<file path="src/hw/rtl/cat_pkg.sv">
// Shared types and constants of the argument tokenizer.
// Used by the front, queue, back and top level; depends on nothing.
package cat_pkg;

  localparam logic [7:0] CH_QUOTE  = 8'h22;
  localparam logic [7:0] CH_BSLASH = 8'h5C;
  localparam logic [7:0] CH_SPACE  = 8'h20;
  localparam logic [7:0] CH_TAB    = 8'h09;
  localparam logic [7:0] CH_CR     = 8'h0D;
  localparam logic [7:0] CH_LF     = 8'h0A;

  localparam logic [7:0] MAX_ARGS_RST = 8'd16;
  localparam logic [7:0] COUNT_MAX    = 8'hFF;

  localparam logic [1:0] ST_OK            = 2'd0;
  localparam logic [1:0] ST_MISSING_QUOTE = 2'd1;
  localparam logic [1:0] ST_TOO_MANY      = 2'd2;

  typedef enum logic [2:0] {
    MODE_BETWEEN = 3'd0,
    MODE_RUN     = 3'd1,
    MODE_QUOTED  = 3'd2,
    MODE_QBSLASH = 3'd3,
    MODE_AFTER   = 3'd4
  } mode_t;

  // one queued entry: a result, optionally preceded by a copied backslash
  typedef struct packed {
    logic [7:0] data;
    logic       data_ok;
    logic       start;
    logic [7:0] num;
    logic       done;
    logic [1:0] status;
    logic       dual;
  } entry_t;

  typedef struct packed {
    logic   en;
    entry_t entry;
  } push_t;

  typedef struct packed {
    logic   not_empty;
    entry_t entry;
  } qout_t;

endpackage

</file>
<file path="src/hw/rtl/cat_front.sv">
// Front of the argument tokenizer: accepts bytes, tracks scan state, classifies.
// Depends on cat_pkg; pushes entries into cat_queue.
module cat_front (
  input  logic             clk,
  input  logic             rst_n,
  input  logic             in_valid,
  output logic             in_stall,
  input  logic [7:0]       in_ch,
  input  logic             in_end_of_line,
  input  logic             cfg_wr_en,
  input  logic [7:0]       cfg_wr_data,
  input  logic             q_full,
  output cat_pkg::push_t   push
);

  cat_pkg::mode_t mode_r, mode_nxt;
  logic [7:0]     cnt_r, cnt_nxt;
  logic           err_r, err_nxt;
  logic [7:0]     max_r;
  logic           acc;
  logic           is_sp;
  logic           do_between;
  logic [7:0]     cnt_inc;

  always_ff @(posedge clk) begin
    if (!rst_n) begin
      mode_r <= cat_pkg::MODE_BETWEEN;
      cnt_r  <= 8'd0;
      err_r  <= 1'b0;
      max_r  <= cat_pkg::MAX_ARGS_RST;
    end else begin
      mode_r <= mode_nxt;
      cnt_r  <= cnt_nxt;
      err_r  <= err_nxt;
      if (cfg_wr_en) begin
        max_r <= cfg_wr_data;
      end
    end
  end

  always_comb begin
    in_stall   = q_full;
    acc        = in_valid && !q_full;
    is_sp      = (in_ch == cat_pkg::CH_SPACE) || (in_ch == cat_pkg::CH_TAB) ||
                 (in_ch == cat_pkg::CH_CR) || (in_ch == cat_pkg::CH_LF);
    cnt_inc    = (cnt_r == cat_pkg::COUNT_MAX) ? cnt_r : cnt_r + 8'd1;
    mode_nxt   = mode_r;
    cnt_nxt    = cnt_r;
    err_nxt    = err_r;
    do_between = 1'b0;
    push.en            = 1'b0;
    push.entry.data    = 8'd0;
    push.entry.data_ok = 1'b0;
    push.entry.start   = 1'b0;
    push.entry.num     = cnt_r;
    push.entry.done    = 1'b0;
    push.entry.status  = cat_pkg::ST_OK;
    push.entry.dual    = 1'b0;
    if (acc) begin
      if (in_end_of_line) begin
        push.en         = 1'b1;
        push.entry.done = 1'b1;
        if (err_r) begin
          push.entry.status = cat_pkg::ST_TOO_MANY;
        end else if (mode_r == cat_pkg::MODE_QUOTED || mode_r == cat_pkg::MODE_QBSLASH) begin
          push.entry.status = cat_pkg::ST_MISSING_QUOTE;
        end
        mode_nxt = cat_pkg::MODE_BETWEEN;
        cnt_nxt  = 8'd0;
        err_nxt  = 1'b0;
      end else if (!err_r) begin
        case (mode_r)
          cat_pkg::MODE_RUN: begin
            if (is_sp) begin
              mode_nxt = cat_pkg::MODE_AFTER;
            end else begin
              push.en            = 1'b1;
              push.entry.data    = in_ch;
              push.entry.data_ok = 1'b1;
            end
          end
          cat_pkg::MODE_QUOTED: begin
            if (in_ch == cat_pkg::CH_QUOTE) begin
              mode_nxt = cat_pkg::MODE_AFTER;
            end else if (in_ch == cat_pkg::CH_BSLASH) begin
              mode_nxt = cat_pkg::MODE_QBSLASH;
            end else begin
              push.en            = 1'b1;
              push.entry.data    = in_ch;
              push.entry.data_ok = 1'b1;
            end
          end
          cat_pkg::MODE_QBSLASH: begin
            push.en            = 1'b1;
            push.entry.data    = in_ch;
            push.entry.data_ok = 1'b1;
            push.entry.dual    = (in_ch != cat_pkg::CH_BSLASH) &&
                                 (in_ch != cat_pkg::CH_QUOTE);
            mode_nxt = cat_pkg::MODE_QUOTED;
          end
          cat_pkg::MODE_AFTER: begin
            if (cnt_r >= max_r) begin
              err_nxt = 1'b1;
            end else begin
              do_between = 1'b1;
            end
          end
          default: begin
            do_between = 1'b1;
          end
        endcase
        if (do_between) begin
          if (is_sp) begin
            mode_nxt = cat_pkg::MODE_BETWEEN;
          end else begin
            cnt_nxt          = cnt_inc;
            push.en          = 1'b1;
            push.entry.num   = cnt_inc;
            push.entry.start = 1'b1;
            if (in_ch == cat_pkg::CH_QUOTE) begin
              mode_nxt = cat_pkg::MODE_QUOTED;
            end else begin
              mode_nxt           = cat_pkg::MODE_RUN;
              push.entry.data    = in_ch;
              push.entry.data_ok = 1'b1;
            end
          end
        end
      end
    end
  end

endmodule

</file>
<file path="src/hw/rtl/cat_queue.sv">
// Short entry queue between the tokenizer front and the output back end.
// Depends on cat_pkg for the entry types.
module cat_queue #(
  parameter int DEPTH = 4
) (
  input  logic           clk,
  input  logic           rst_n,
  input  cat_pkg::push_t push,
  output logic           full,
  input  logic           pop,
  output cat_pkg::qout_t qout
);

  localparam int PW = (DEPTH > 1) ? $clog2(DEPTH) : 1;
  localparam int CW = $clog2(DEPTH + 1);
  localparam logic [PW-1:0] PTR_LAST = PW'(DEPTH - 1);
  localparam logic [CW-1:0] CNT_FULL = CW'(DEPTH);

  cat_pkg::entry_t mem_r [DEPTH];
  logic [PW-1:0]   wr_ptr_r, rd_ptr_r;
  logic [CW-1:0]   cnt_r;
  logic            do_push, do_pop;

  assign full           = (cnt_r == CNT_FULL);
  assign qout.not_empty = (cnt_r != '0);
  assign qout.entry     = mem_r[rd_ptr_r];
  assign do_push        = push.en && !full;
  assign do_pop         = pop && (cnt_r != '0);

  always_ff @(posedge clk) begin
    if (do_push) begin
      mem_r[wr_ptr_r] <= push.entry;
    end
  end

  always_ff @(posedge clk) begin
    if (!rst_n) begin
      wr_ptr_r <= '0;
      rd_ptr_r <= '0;
      cnt_r    <= '0;
    end else begin
      if (do_push) begin
        wr_ptr_r <= (wr_ptr_r == PTR_LAST) ? '0 : wr_ptr_r + PW'(1);
      end
      if (do_pop) begin
        rd_ptr_r <= (rd_ptr_r == PTR_LAST) ? '0 : rd_ptr_r + PW'(1);
      end
      if (do_push && !do_pop) begin
        cnt_r <= cnt_r + CW'(1);
      end else if (!do_push && do_pop) begin
        cnt_r <= cnt_r - CW'(1);
      end
    end
  end

endmodule

</file>
<file path="src/hw/rtl/cat_back.sv">
// Back end of the argument tokenizer: expands queued entries into results.
// Depends on cat_pkg; drains cat_queue into the output register.
module cat_back (
  input  logic           clk,
  input  logic           rst_n,
  input  cat_pkg::qout_t qout,
  output logic           pop,
  output logic           out_valid,
  input  logic           out_stall,
  output logic [7:0]     out_out_byte,
  output logic           out_out_valid,
  output logic           out_arg_start,
  output logic [7:0]     out_arg_number,
  output logic           out_line_done,
  output logic [1:0]     out_status,
  output logic           out_last
);

  logic       vld_r, vld_nxt;
  logic       pend_r, pend_nxt;
  logic [7:0] pend_data_r;
  logic [7:0] byte_r, num_r;
  logic       ok_r, start_r, done_r, last_r;
  logic [1:0] status_r;
  logic       load;

  assign load = !vld_r || !out_stall;

  always_comb begin
    pop      = 1'b0;
    vld_nxt  = vld_r;
    pend_nxt = pend_r;
    if (load) begin
      if (pend_r) begin
        vld_nxt  = 1'b1;
        pend_nxt = 1'b0;
      end else if (qout.not_empty) begin
        pop      = 1'b1;
        vld_nxt  = 1'b1;
        pend_nxt = qout.entry.dual;
      end else begin
        vld_nxt = 1'b0;
      end
    end
  end

  always_ff @(posedge clk) begin
    if (!rst_n) begin
      vld_r  <= 1'b0;
      pend_r <= 1'b0;
    end else begin
      vld_r  <= vld_nxt;
      pend_r <= pend_nxt;
    end
  end

  always_ff @(posedge clk) begin
    if (load) begin
      if (pend_r) begin
        byte_r  <= pend_data_r;
        ok_r    <= 1'b1;
        start_r <= 1'b0;
        last_r  <= 1'b1;
      end else if (qout.not_empty) begin
        num_r    <= qout.entry.num;
        start_r  <= qout.entry.start;
        done_r   <= qout.entry.done;
        status_r <= qout.entry.status;
        ok_r     <= qout.entry.data_ok;
        if (qout.entry.dual) begin
          byte_r      <= cat_pkg::CH_BSLASH;
          pend_data_r <= qout.entry.data;
          last_r      <= 1'b0;
        end else begin
          byte_r <= qout.entry.data_ok ? qout.entry.data : 8'd0;
          last_r <= 1'b1;
        end
      end
    end
  end

  assign out_valid      = vld_r;
  assign out_out_byte   = byte_r;
  assign out_out_valid  = ok_r;
  assign out_arg_start  = start_r;
  assign out_arg_number = num_r;
  assign out_line_done  = done_r;
  assign out_status     = status_r;
  assign out_last       = last_r;

endmodule

</file>
<file path="src/hw/rtl/console_argument_tokenizer_unit.sv">
// After its byte is accepted, a result is held in a queue entry and then in the output register.
// Throughput: one byte per cycle while the queue is not full (in_stall); a copied backslash escape
// takes two output transactions, and the QUEUE_DEPTH-entry queue absorbs that and output stalls.
// Reset: synchronous rst_n clears the scan state and queue and sets max_args to 16.
// Top level: front (cat_front) -> queue (cat_queue) -> back (cat_back).
module console_argument_tokenizer_unit #(
  parameter int QUEUE_DEPTH = 4
) (
  input  logic       clk,
  input  logic       rst_n,
  input  logic       in_valid,
  output logic       in_stall,
  input  logic [7:0] in_ch,
  input  logic       in_end_of_line,
  input  logic       cfg_wr_en,
  input  logic [7:0] cfg_wr_data,
  output logic       out_valid,
  input  logic       out_stall,
  output logic [7:0] out_out_byte,
  output logic       out_out_valid,
  output logic       out_arg_start,
  output logic [7:0] out_arg_number,
  output logic       out_line_done,
  output logic [1:0] out_status,
  output logic       out_last
);

  cat_pkg::push_t push;
  cat_pkg::qout_t qout;
  logic           q_full;
  logic           pop;

  cat_front u_front (
    .clk            (clk),
    .rst_n          (rst_n),
    .in_valid       (in_valid),
    .in_stall       (in_stall),
    .in_ch          (in_ch),
    .in_end_of_line (in_end_of_line),
    .cfg_wr_en      (cfg_wr_en),
    .cfg_wr_data    (cfg_wr_data),
    .q_full         (q_full),
    .push           (push)
  );

  cat_queue #(
    .DEPTH (QUEUE_DEPTH)
  ) u_queue (
    .clk   (clk),
    .rst_n (rst_n),
    .push  (push),
    .full  (q_full),
    .pop   (pop),
    .qout  (qout)
  );

  cat_back u_back (
    .clk            (clk),
    .rst_n          (rst_n),
    .qout           (qout),
    .pop            (pop),
    .out_valid      (out_valid),
    .out_stall      (out_stall),
    .out_out_byte   (out_out_byte),
    .out_out_valid  (out_out_valid),
    .out_arg_start  (out_arg_start),
    .out_arg_number (out_arg_number),
    .out_line_done  (out_line_done),
    .out_status     (out_status),
    .out_last       (out_last)
  );

endmodule

</file>
<file path="config.mk">
export PLATFORM = sky130hd
export DESIGN_NAME = console_argument_tokenizer_unit
export DESIGN_NICKNAME = d
export VERILOG_FILES = /design/src/hw/rtl/cat_pkg.sv /design/src/hw/rtl/cat_front.sv /design/src/hw/rtl/cat_queue.sv /design/src/hw/rtl/cat_back.sv /design/src/hw/rtl/console_argument_tokenizer_unit.sv
export SDC_FILE = /design/constraint.sdc
export NUM_CORES = 1
export LEC_CHECK = 0
export ABC_CLOCK_PERIOD_IN_PS = 9700
export BUFFER_PORTS_ARGS = -buffer_cell sky130_fd_sc_hd__buf_2
export CAP_MARGIN = 5
export CORE_ASPECT_RATIO = 0.8
export CORE_UTILIZATION = 30
export DETAILED_ROUTE_END_ITERATION = 16
export GPL_TIMING_DRIVEN = 0
export PLACE_DENSITY = 0.42
export SETUP_SLACK_MARGIN = 0.3
export SLEW_MARGIN = 20
export SYNTH_ARGS = -nofsm -noshare
export SYNTH_HDL_FRONTEND = slang
export SYNTH_HIERARCHICAL = 1
export SYNTH_SLANG_ARGS = --single-unit
</file>
<file path="constraint.sdc">
create_clock -name clk -period 9.7 [get_ports clk]
set_clock_uncertainty 0.05 [all_clocks]
set_input_delay 0.485 -clock clk [delete_from_list [all_inputs] [get_ports clk]]
set_output_delay 0.485 -clock clk [all_outputs]
set_load 0.03 [all_outputs]
</file>
# Yosys cells after proc, flatten, opt, wreduce, memory -nomap -nowiden
# Memories as Yosys holds them, arrays and structs flattened. A register that Yosys moved wholly into a read port is not among the register bits.
# Cells that the tools add are included.
# W data, S select, Z words.
word_totals:
  register_bits: 59
  latchBits: 0
  ram_bits: 88
  rom_bits: 0
  inputBits: 22
  out_inout_bits: 24
  word_cells: 134
  memories: 1
memory_table:
  columns: ["memory", "depth", "width", "read_ports", "rd_clocked_by_memory_dff", "write_ports", "line", "rtl"]
  rows:
  - ["u_queue.mem_r", 4, 22, 1, 1, 1, "cat_queue.sv:19", "cat_pkg::entry_t mem_r [DEPTH];"]
classes:
  add_sub_neg: 5
  n_mul: 0
  n_div: 0
  magnitude_cmp: 1
  n_eq_ne: 20
  shift: 0
  n_mux: 62
  bitwise_logic: 1
  n_reduce_logical: 27
ops:
  columns: ["cell", "n"]
  rows:
  - ["$mux W8", 9]
  - ["$mux W19", 3]
  - ["$mux W10", 3]
  - ["$pmux W10 S3", 1]
  - ["$mux W3", 9]
  - ["$mux W1", 25]
  - ["$eq A8 B4 Y1 const B", 3]
  - ["$mux W23", 1]
  - ["$mux W18", 1]
  - ["$eq A8 B6 Y1 const B", 2]
  - ["$mux W2", 7]
  - ["$mux W9", 1]
  - ["$pmux W3 S3", 1]
  - ["$add A8 B1 Y8 const B", 1]
  - ["$eq A8 B7 Y1 const B", 1]
  - ["$eq A8 B8 Y1 const B", 1]
  - ["$ge A8 B8 Y1", 1]
  - ["$ne A8 B6 Y1 const B", 1]
  - ["$ne A8 B7 Y1 const B", 1]
  - ["$reduce_and A4 Y1", 2]
  - ["$eq A3 B2 Y1 const B", 2]
  - ["$eq A3 B3 Y1 const B", 2]
  - ["$logic_and A1 B1 Y1", 6]
  - ["$reduce_bool A2 Y1", 3]
  - ["18 further kinds", 29]

# Depth between registers and ports, before layout
# Gate-level depths: netlist (run 1).
depth:
  word_depth: 17
  depth_mapped: 17
  depth_no_buf: 15

# Modules after synthesis
# The synthesis (run 1) kept the hierarchy.
by_module_without_submodules:
  columns: ["mod", "instances", "cells_each", "area_per_inst_um2", "seq_area_each_um2"]
  rows:
  - ["cat_queue", 1, 165, 3657.3, 2822.7]
  - ["cat_front", 1, 209, 1656.6, 400.4]
  - ["cat_back", 1, 71, 1157.4, 940.9]

# Least setup slack after synthesis (run 1)
# OpenSTA, ideal clock, no wires.
synth_timing:
  path_kind: "input port to flip-flop"
  from: "in in_ch[4]"
  to: "reg u_queue.cnt_r[2]"
  setup_time_ps: 76
  arrival_ps: 3150
  required_time_ps: 9574
  slack_ps: 6424
  path_stages: 15
  path_buffers: 2
  cell_sequence: "or4_4 -> a211o_1 -> and4b_4 -> and2_1 -> buf_2 -> o21ai_0 -> nand2_1 -> nor2b_1 -> buf_2 -> ha_1 -> inv_1 -> fa_1 -> xor2_1 -> or3_1 -> a21boi_0"
synth_rtl:
  columns: ["item", "line", "rtl"]
  rows:
  - ["from (decl)", "console_argument_tokenizer_unit.sv:13", "input logic [7:0] in_ch,"]
  - ["to (signal assigned)", "cat_queue.sv:49", "cnt_r <= cnt_r + CW'(1);"]
  - ["to (signal assigned)", "cat_queue.sv:51", "cnt_r <= cnt_r - CW'(1);"]
  - ["to (decl)", "cat_queue.sv:21", "logic [CW-1:0] cnt_r;"]

==> results of run 1 <==
## where the power goes
part           switching (W)  internal (W)
clock network       0.000270      0.000380
logic               0.000372      0.000208
registers          0.0000455      0.000889
total               0.000687       0.00148
## final timing paths
| kind | to | slack (ns) | cells after the start |
|---|---|---|---|
| setup / recovery | u_queue/cnt_r[2] | 5.94 | 16 |
| hold / removal | u_front/max_r[4] | 0.24 | 3 |
| setup reg to reg | u_queue/cnt_r[2] | 5.94 | 16 |
| hold reg to reg | u_back/pend_r | 0.46 | 2 |
## worst register-to-register path, stage by stage (launching register included)
cell and delay (ns):
dfxtp_1 0.48, ha_1 0.33, a21oi_1 0.19, a31oi_1 0.14, and4b_4 0.39, and2_1 0.12
buf_2 0.18, o21ai_0 0.09, nand2_1 0.09, nor2b_1 0.15, buf_2 0.20, ha_1 0.21
inv_1 0.06, fa_1 0.37, xor2_1 0.17, or3_1 0.30, a21boi_0 0.16
## flip-flops by register name (all words and copies together) (netlist names), 3 cells and up, named ones only
name and cells:
u_back/out_arg_number 8, u_back/out_out_byte 8, u_back/pend_data_r 8, u_front/cnt_r 8, u_front/max_r 8, u_front/mode_r 3
u_queue/cnt_r 3, u_queue/mem_r 88
## routing by layer
metal | part of all wire [%] | global-route usage, %
met2 | 42 | 18.54
met5 | 0 | 0
met1 | 52 | 19.86
met3 | 4.5 | 3.684
met4 | 0.84 | 4.206
## layout by cell type (no fill, tap or decap), drive strengths merged, types with 8 or more instances in the layout
cell	instances
a21oi	12
and2	11
and3	10
buf	56
clkbuf	24
dfxtp	31
edfxtp	118
ha	15
inv	20
mux2i	12
mux4	22
nand2	35
nand3b	8
nor2	17
nor2b	15
o21ai	20
## through the flow
stage	cell area, um2	instances	power (W)	hold WS, ns	util (%)
global route	7626	790	0.002281	0.2340	36.43
global placement	7028	758	0.001527	0.4367	33.57
floorplan	6471	445	0.001359	0.4093	-
detailed placement	7051	759	0.001544	0.4542	33.68
finish	7626	790	0.002164	0.2367	36.43
CTS	7626	790	0.002201	0.2255	36.43
## area by class of cell
type                            instances  area (um2)
Timing Repair Buffer                   45       227.7
Clock buffer                           17       425.4
Clock inverter                         14       150.1
Multi-Input combinational cell        262        2152
Tap cell                              269       336.6
Inverter                               16       60.06
Sequential cell                       149        4164
Fill cell                            2024       13310
Buffer                                 18       110.1
## kinds of logic (layout without fill, tap and decap cells)
group                      Yosys count  after routing  share of synthesized area (%)
AOI/OAI and AO/OA                   60             60                          6.284
xor gates and xnor gates             7              7                         0.9474
adders and majority gates           16             16                          3.210
buffers and inverters               34            110                          2.629
DFF                                149            149                          64.35
muxes                               38             38                          10.21
and+or+nand+nor                    141            141                          12.37
==> impl_metrics.yaml, run 1 <==
sta:
  tightestPinTransition_ns: 0.9800
  final.setup.tns_ns: 0
  timing.final.ws_setup_ns: 5.943
  maxSlewHeadroom_pct: 34.43
  finalSetupViolCount: 0
  finalCriticalPeriod_ns: 3.757
  rsz0062_at_grt: "false"
  fmax_mhz: 266.2
  hold_viol_final: 0
  period_share_pct: 38.73
  slew_violations: 0
placement:
  io_buffers: 44
  place.gp.congestion: 0.7923
  dp_slack_ns: 5.952
  dp.final_hpwl_um: 9570
run:
  max_cap_violations: 0
clocking:
  clockRootBuffer: "clkbuf_16"
  numCtsBuffers: 17
  clock-sinks: 149
  cts-hold-fix-buffers: 0
  htreeDepth: 4
  path_clk_slew_ns: 0.06
  post-cts-setup-buffers: 0
  cts_resized: 0
  tritoncts: "yes"
  max-clock-path-buffers: 2
  clock_latency_ns: 0.42
worst_setup_path:
  r2r_start: "u_front/cnt_r[7]"
  worst_setup_path_end_kind: "flip-flop"
  critPathBufInv: 3
  start_kind: "flip-flop"
  critPathKind: "reg -> reg"
  crit_start: "u_front/cnt_r[7]"
  slowest_delay_ns: 0.48
  critical_path.top_delay_family: "simple AND/OR/NAND/NOR gates"
  path_cells: "ha_1 > a21oi_1 > a31oi_1 > and4b_4 > and2_1 > buf_2 > o21ai_0 > nand2_1 > nor2b_1 > buf_2 > ha_1 > inv_1 > fa_1 > xor2_1 > or3_1 > a21boi_0"
  worst-path-max-fanout: 7
  worstPathArrival_ns: 4.05
  critPathRequiredTime_ns: 10.00
  slowest_stage: "dfxtp_1"
synthesis:
  ys_async_sr_fraction_pct: 0
  ys_seq_elements: 149
  yosys_warnings: 6
  syn_avg_cell_area_um2: 14.54
  synth-edff-count: 118
  netlist_top_cells_count: "edfxtp_1, nand2_1, dfxtp_1, mux4_2, o21ai_0"
  syn-num-nets: 483
  synth.largest_area_cell: "edfxtp_1"
  synthTopCellsByArea: "edfxtp_1, dfxtp_1, mux4_2"
  ys_types: 60
  yosysMostFrequentCell: "edfxtp_1"
  yosysSeqAreaShare_pct: 64.35
  synthCells: 445
  yosysTopAreaCellShare_pct: 54.76
  yosys_most_used_dff: "edfxtp_1"
  synth_area_um2: 6471
pwr:
  p_per_area_nw_per_um2: 283.7
  power.leakage_nw: 2.725
  ir_drop_mv: 0.09389
outcome:
  status: "finished, violations left"
  violations: "design-rule violations"
die:
  ios: 46
  design.core.area_um2: 20940
  dieArea_um2: 22170
  fp.dieH_um: 133.4
  die-width_um: 166.2
  rows: 47
  start_util_pct: 30.91
layout:
  drive_above_1_share_pct: 25.14
  layout.nets: 547
  diodes: 0
  syn2layout_area_growth_pct: 17.85
worst_hold_path:
  min_from: "cfg_wr_data[4]"
  hp-class: "in -> reg"
routing:
  drt_first_pass_iters: 10
  routed_wl_um: 13850
  num_vias: 3861
  post_drt_wl_per_cell_um: 17.53
  drc: 2
  drt_iter0_markers: 286
  ant_nets: 0
  via_per_inst: 4.887
global_route:
  track_usage_pct: 13.32
  grt_antenna_before_repair: 0
  grt_pass1_wl_um: 21620
  grt_pass1_vias: 3695
  overflow: 0
  grt_max_degree: 23
Power figures use the tool's default switching activity.
==> run 2, diff against run 1 <==
--- a/config.mk
+++ b/config.mk
@@ -5,14 +5,15 @@
 export SDC_FILE = /design/constraint.sdc
 export NUM_CORES = 1
 export LEC_CHECK = 0
-export ABC_CLOCK_PERIOD_IN_PS = 9700
+export ABC_AREA = 1
+export ABC_CLOCK_PERIOD_IN_PS = 3120
 export BUFFER_PORTS_ARGS = -buffer_cell sky130_fd_sc_hd__buf_2
 export CAP_MARGIN = 5
 export CORE_ASPECT_RATIO = 0.8
 export CORE_UTILIZATION = 30
 export DETAILED_ROUTE_END_ITERATION = 16
 export GPL_TIMING_DRIVEN = 0
-export PLACE_DENSITY = 0.42
+export PLACE_DENSITY = 0.44
 export SETUP_SLACK_MARGIN = 0.3
 export SLEW_MARGIN = 20
 export SYNTH_ARGS = -nofsm -noshare
==> constraint.sdc (replaced) <==
create_clock -name clk -period 3.12 [get_ports clk]
set_clock_uncertainty 0.05 [all_clocks]
set_input_delay 0.156 -clock clk [delete_from_list [all_inputs] [get_ports clk]]
set_output_delay 0.156 -clock clk [all_outputs]
set_load 0.03 [all_outputs]
==> run 2 against run 1 <==
  * The flow now finishes without violations
  * Critical path depth did not move
  * Area after synthesis increased by 2.0%
  * Largest power group unchanged
  * Worst hold slack worse by 0.21 ns
  * Sequential cell count stayed put
  * Via count grew 22%
  * Final cell count increased by 29%
==> impl_metrics.yaml, run 2 <==
die:
  fp.dieH_um: 134.7
  start_util_pct: 30.63
  rows: 48
  design.core.area_um2: 21560
  die-width_um: 167.9
  dieArea_um2: 22610
  ios: 46
sta:
  tightestPinTransition_ns: 0.7508
  final.setup.tns_ns: 0
  timing.final.ws_setup_ns: 0.3972
  slew_violations: 0
  maxSlewHeadroom_pct: 49.56
  period_share_pct: 87.27
  rsz0062_at_grt: "false"
  fmax_mhz: 367.3
  finalSetupViolCount: 0
  hold_viol_final: 0
  whs_ns: 0.02489
  finalCriticalPeriod_ns: 2.723
global_route:
  grt_pass1_wl_um: 24750
  track_usage_pct: 14.92
  grt_antenna_before_repair: 0
  grt_pass1_vias: 4408
  overflow: 0
  grt_max_degree: 20
synthesis:
  ys_async_sr_fraction_pct: 0
  yosysSeqAreaShare_pct: 63.05
  synth_area_um2: 6604
  netlist_top_cells_count: "edfxtp_1, nand2_1, nor2_1, inv_1, o21ai_0"
  synth_mux_area_share_pct: 0
  yosysMostFrequentCell: "edfxtp_1"
  syn_avg_cell_area_um2: 10.60
  yosysTopAreaCellShare_pct: 53.66
  yosys_most_used_dff: "edfxtp_1"
  synthTopCellsByArea: "edfxtp_1, dfxtp_1, nand2_1"
  synthCells: 623
  synth_top_family_by_area: "simple AND/OR/NAND/NOR gates"
  synth_compound_area_share_pct: 10.16
  ys_types: 38
  synth.largest_area_cell: "edfxtp_1"
  yosys.area_share.adder_pct: 3.145
  yosys_warnings: 6
  syn-num-nets: 661
  synth-edff-count: 118
  ys_seq_elements: 149
  synthSimpleGateAreaFrac_pct: 16.24
  synthXorXnorAreaFrac_pct: 1.061
routing:
  post_drt_wl_per_cell_um: 16.28
  ant_nets: 0
  routed_wl_um: 16590
  drt_first_pass_iters: 4
  via_per_inst: 4.615
  drc: 0
  drt_iter0_markers: 247
  num_vias: 4703
layout:
  largest_reg_flops: 88
  mostFrequentLayoutCells: "edfxtp_1, nor2_1, nand2_1"
  diodes: 0
  fillers: 2073
  final_cells: 1019
  layout_commonest_cell: "edfxtp_1"
  drive_above_1_share_pct: 26.34
  layout.nets: 769
  top_register: "u_queue/mem_r"
  syn2layout_area_growth_pct: 26.90
worst_setup_path:
  reg2reg_to: "u_queue/mem_r[3][19]"
  r2r_cells: 16
  r2r_setup_slack_ns: 0.40
  worst-path-max-fanout: 7
  worst_setup_path_end_kind: "flip-flop"
  critPathKind: "reg -> reg"
  worstPathArrival_ns: 2.80
  critPathRequiredTime_ns: 3.20
  start_kind: "flip-flop"
  r2r_start: "u_front/cnt_r[7]"
clocking:
  htreeDepth: 4
  tritoncts: "yes"
  clock-sinks: 149
  clock_latency_ns: 0.41
  path_clk_slew_ns: 0.06
  max-clock-path-buffers: 2
  numCtsBuffers: 17
  clockRootBuffer: "clkbuf_16"
worst_hold_path:
  min_from: "out_stall"
  holdPathStages: 3
  hp-class: "in -> reg"
  worstHoldEndpoint: "u_back/out_valid"
pwr:
  p_per_area_nw_per_um2: 964.3
  ir_drop_mv: 0.2825
  power.leakage_nw: 3.309
placement:
  dp_cells: 945
  dp.final_hpwl_um: 10520
  place.gp.congestion: 0.8153
  dp_slack_ns: -0.3360
  io_buffers: 45
outcome:
  status: "finished, final reports clean"
run:
  max_cap_violations: 0
==> run 2: worst max-delay path, stage by stage, from the launching register on <==
cell and delay, ns:
dfxtp_4 0.37, ha_1 0.31, a21o_1 0.21, nor2_4 0.14, nand3_4 0.09, nand2_4 0.10
nand2_8 0.05, nand2_4 0.07, nand2_4 0.06, o21ai_4 0.10, nand2_4 0.10, buf_6 0.13
buf_6 0.13, buf_6 0.12, nor2_4 0.11, buf_12 0.15, clkbuf_16 0.15
==> run 2: routing by layer <==
layer,global-route usage [%],part of all wire (%)
met5,0,0
met4,3.211,0.37
met3,3.810,3.2
met2,23.82,46
met1,20.44,50
==> run 2: metrics by stage <==
stage	cell area, um2	util, %	total power (W)
after detailed placement	7254	33.65	0.005834
final	8381	38.87	0.008081
after floorplan	6633	-	0.004972
after global placement	7202	33.40	0.005740
after CTS	8039	37.29	0.007929
after global routing	8381	38.87	0.008577
==> run 2: worst max-delay path by stage <==
stage | startpoint | endpoint | slack [ns] | cells after the start
finish | u_front/cnt_r[7] | u_queue/mem_r[3][19] | 0.40 | 16
detailed placement | u_queue/cnt_r[1] | u_queue/cnt_r[2] | -0.34 | 21
floorplan | u_front/cnt_r[0] | u_queue/cnt_r[2] | 0.30 | 24
CTS | u_front/cnt_r[0] | u_queue/cnt_r[2] | 0.31 | 24
global placement | u_queue/cnt_r[0] | u_queue/cnt_r[1] | -0.76 | 10
global route | u_front/cnt_r[7] | u_queue/cnt_r[2] | 0.28 | 20
==> run 2: kinds of logic (layout without fill, tap and decap cells) <==
group	after synthesis	in the layout
xor gates and xnor gates	8	8
buffers and inverters	85	203
adders and majority gates	16	16
AOI/OAI and AO/OA	121	121
DFF	149	149
and+or+nand+nor	244	247
==> run 2: cell type report <==
type	count	area, um2	share of cell area [%]
inverters	67	266.5	3.180
clock inverters	14	117.6	1.403
flip-flops and latches	149	4180	49.88
multi-input cells	392	2247	26.81
well taps	275	344.1	4.106
clock buffers	18	429.2	5.121
repair buffers	86	635.6	7.584
plain buffers	18	160.2	1.911
==> run 2: where the power goes <==
group,total [W],internal [W],switching [W]
clock network,0.00188,0.00104,0.000841
registers,0.00311,0.00293,0.000173
logic,0.00310,0.00101,0.00209
==> run 2: timing repair <==
item,CTS,global route
endpoints found under the setup margin,91,83
setup buffers,6,18
gates cloned,3,3
pin swaps,5,13
gates resized for setup,21,27
hold buffers,11,0
hold endpoints to repair,8,0
==> run 3, diff against run 2 <==
--- a/config.mk
+++ b/config.mk
@@ -14,6 +14,7 @@
 export DETAILED_ROUTE_END_ITERATION = 16
 export GPL_TIMING_DRIVEN = 0
 export PLACE_DENSITY = 0.44
+export RECOVER_POWER = 25
 export SETUP_SLACK_MARGIN = 0.3
 export SLEW_MARGIN = 20
 export SYNTH_ARGS = -nofsm -noshare
==> run 3 against run 2 <==
  * Clock power barely moved
  * Non-clock buffer count did not move
  * Combinational power fell by 3%
  * Global-route usage did not move
  * Worst setup slack got worse by 0.0026 ns
  * Sequential cell count did not move
  * Largest cell class unchanged
==> impl_metrics.yaml, run 3 (synthesis gave the netlist of run 2 again) <==
worst_setup_path:
  reg2reg_to: "u_queue/mem_r[3][19]"
  start_kind: "flip-flop"
  critPathBufInv: 5
  r2r_cells: 16
  critPathKind: "reg -> reg"
  path_cells: "ha_1 > a21o_1 > nor2_4 > nand3_4 > nand2_4 > nand2_8 > nand2_4 > nand2_4 > o21ai_4 > nand2_4 > buf_6 > buf_6 > buf_6 > nor2_4 > buf_12 > clkbuf_16"
  slowest_delay_ns: 0.37
  cp_common_cell: "nand2_4"
  worst_setup_path_end_kind: "flip-flop"
  worst-path-max-fanout: 7
  critPathRequiredTime_ns: 3.20
  slowest_stage: "dfxtp_4"
  r2r_setup_slack_ns: 0.39
  critical_path.top_delay_family: "simple AND/OR/NAND/NOR gates"
  worstPathArrival_ns: 2.81
  r2r_start: "u_front/cnt_r[7]"
die:
  fp.dieH_um: 134.7
  ios: 46
  die-width_um: 167.9
  dieArea_um2: 22610
  design.core.area_um2: 21560
  start_util_pct: 30.63
  rows: 48
routing:
  drt_first_pass_iters: 5
  ant_nets: 0
  via_per_inst: 4.588
  post_drt_wl_per_cell_um: 16.31
  dr_wl_met2_um: 7617
  drt-met1-wl_um: 8375
  top_layer_used: "met4"
  num_vias: 4675
  drc: 0
  routed_wl_um: 16620
  drt_iter0_markers: 287
  met3_wirelength_um: 559
layout:
  final_area_um2: 8307
  top_register: "u_queue/mem_r"
  fin_util_pct: 38.53
  syn2layout_area_growth_pct: 25.79
  fillers: 2091
  layout_commonest_cell: "edfxtp_1"
  multi_input_area_um2: 2240
  final_cells: 1019
  mostFrequentLayoutCells: "edfxtp_1, nand2_1, nor2_1"
  layout.nets: 769
  drive_above_1_share_pct: 21.91
  regArea_um2: 4180
  diodes: 0
  largest_reg_flops: 88
clocking:
  max-clock-path-buffers: 2
  clockRootBuffer: "clkbuf_16"
  htreeDepth: 4
  clock_latency_ns: 0.41
  tritoncts: "yes"
  numCtsBuffers: 17
  clock-sinks: 149
  path_clk_slew_ns: 0.06
sta:
  rsz0062_at_grt: "false"
  finalCriticalPeriod_ns: 2.725
  period_share_pct: 87.35
  finalSetupViolCount: 0
  slew_violations: 0
  final.setup.tns_ns: 0
  fmax_mhz: 366.9
  hold_viol_final: 0
  tightestPinTransition_ns: 0.7843
  maxSlewHeadroom_pct: 47.31
global_route:
  track_usage_pct: 14.92
  grt_pass1_vias: 4408
  grt_max_degree: 20
  grt_antenna_before_repair: 0
  overflow: 0
  grt_pass1_wl_um: 24750
pwr:
  power.leakage_nw: 3.213
  fin_total_pwr_w: 0.007993
  ir_drop_mv: 0.2831
  p_per_area_nw_per_um2: 962.3
worst_hold_path:
  min_from: "out_stall"
  worstHoldEndpoint: "u_back/out_valid"
  holdPathStages: 3
  hp-class: "in -> reg"
run:
  max_cap_violations: 0
placement:
  dp_cells: 945
  dp.final_hpwl_um: 10520
  io_buffers: 45
  postPlaceCellArea_um2: 7254
  place.gp.congestion: 0.8153
outcome:
  status: "finished, final reports clean"
run 3: cell types whose count changed in the layout (fill, tap and decap cells not counted), moves of 3 or more:
cell / before / now
o21ai_1: 19 / 7
buf_2: 49 / 25
o21ai_0: 45 / 57
buf_6: 12 / 9
clkbuf_1: 2 / 31
run 3: through the flow:
stage / hold slack [ns] / worst slack [ns]
after floorplan: 0.2170 / 0.3036
after global placement: 0.3228 / -0.7642
after detailed placement: 0.3349 / -0.3360
after CTS: 0.01112 / 0.3076
after global routing: 0.01442 / 0.2009
final: 0.02248 / 0.3945
run 3: routing by layer:
| metal | global-route usage [%] | vias up |
|---|---|---|
| met5 | 0 | - |
| li1 | - | 2360 |
| met3 | 3.810 | 8 |
| met1 | 20.44 | 2227 |
| met4 | 3.211 | 0 |
| met2 | 23.82 | 80 |
run 3: worst max-delay path by stage:
stage                      from                   end  slack (ns)  cells past startpoint
6_report       u_front/cnt_r[7]  u_queue/mem_r[3][19]        0.39                     16
5_1_grt        u_queue/cnt_r[1]      u_queue/cnt_r[2]        0.20                     21
4_1_cts        u_front/cnt_r[0]      u_queue/cnt_r[2]        0.31                     24
3_5_place_dp   u_queue/cnt_r[1]      u_queue/cnt_r[2]       -0.34                     21
3_3_place_gp   u_queue/cnt_r[0]      u_queue/cnt_r[1]       -0.76                     10
2_1_floorplan  u_front/cnt_r[0]      u_queue/cnt_r[2]        0.30                     24
run 3: final cells by class:
type / count / share of cell area [%]
buffer: 18 / 1.657
sequential: 149 / 50.32
timing repair buffer: 86 / 7.200
clock inverter: 14 / 1.416
inverter: 67 / 3.133
clock buffer: 18 / 5.166
multi-input combinational: 392 / 26.96
tap: 275 / 4.142
run 3: what timing repair did:
action / 4_1_cts / 5_1_grt
cloned: 3 / 3
hold buffers: 11 / 0
setup endpoints to repair: 91 / 83
setup buffers: 6 / 18
gates resized for setup: 21 / 27
hold endpoints to repair: 8 / 0
pin swaps: 5 / 13
run 3: power breakdown:
part,internal (W),leakage [nW],switching [W]
sequential,0.00293,1.39,0.000177
clock,0.00104,0.265,0.000841
combinational,0.000926,1.56,0.00208
total,0.00490,3.21,0.00310
run 3: worst reg2reg max path, stage by stage (launching register included):
cell and delay, ns:
dfxtp_4 0.37, ha_1 0.31, a21o_1 0.21, nor2_4 0.14, nand3_4 0.09, nand2_4 0.10, nand2_8 0.06, nand2_4 0.07
nand2_4 0.06, o21ai_4 0.10, nand2_4 0.10, buf_6 0.13, buf_6 0.13, buf_6 0.12, nor2_4 0.12, buf_12 0.15
clkbuf_16 0.16
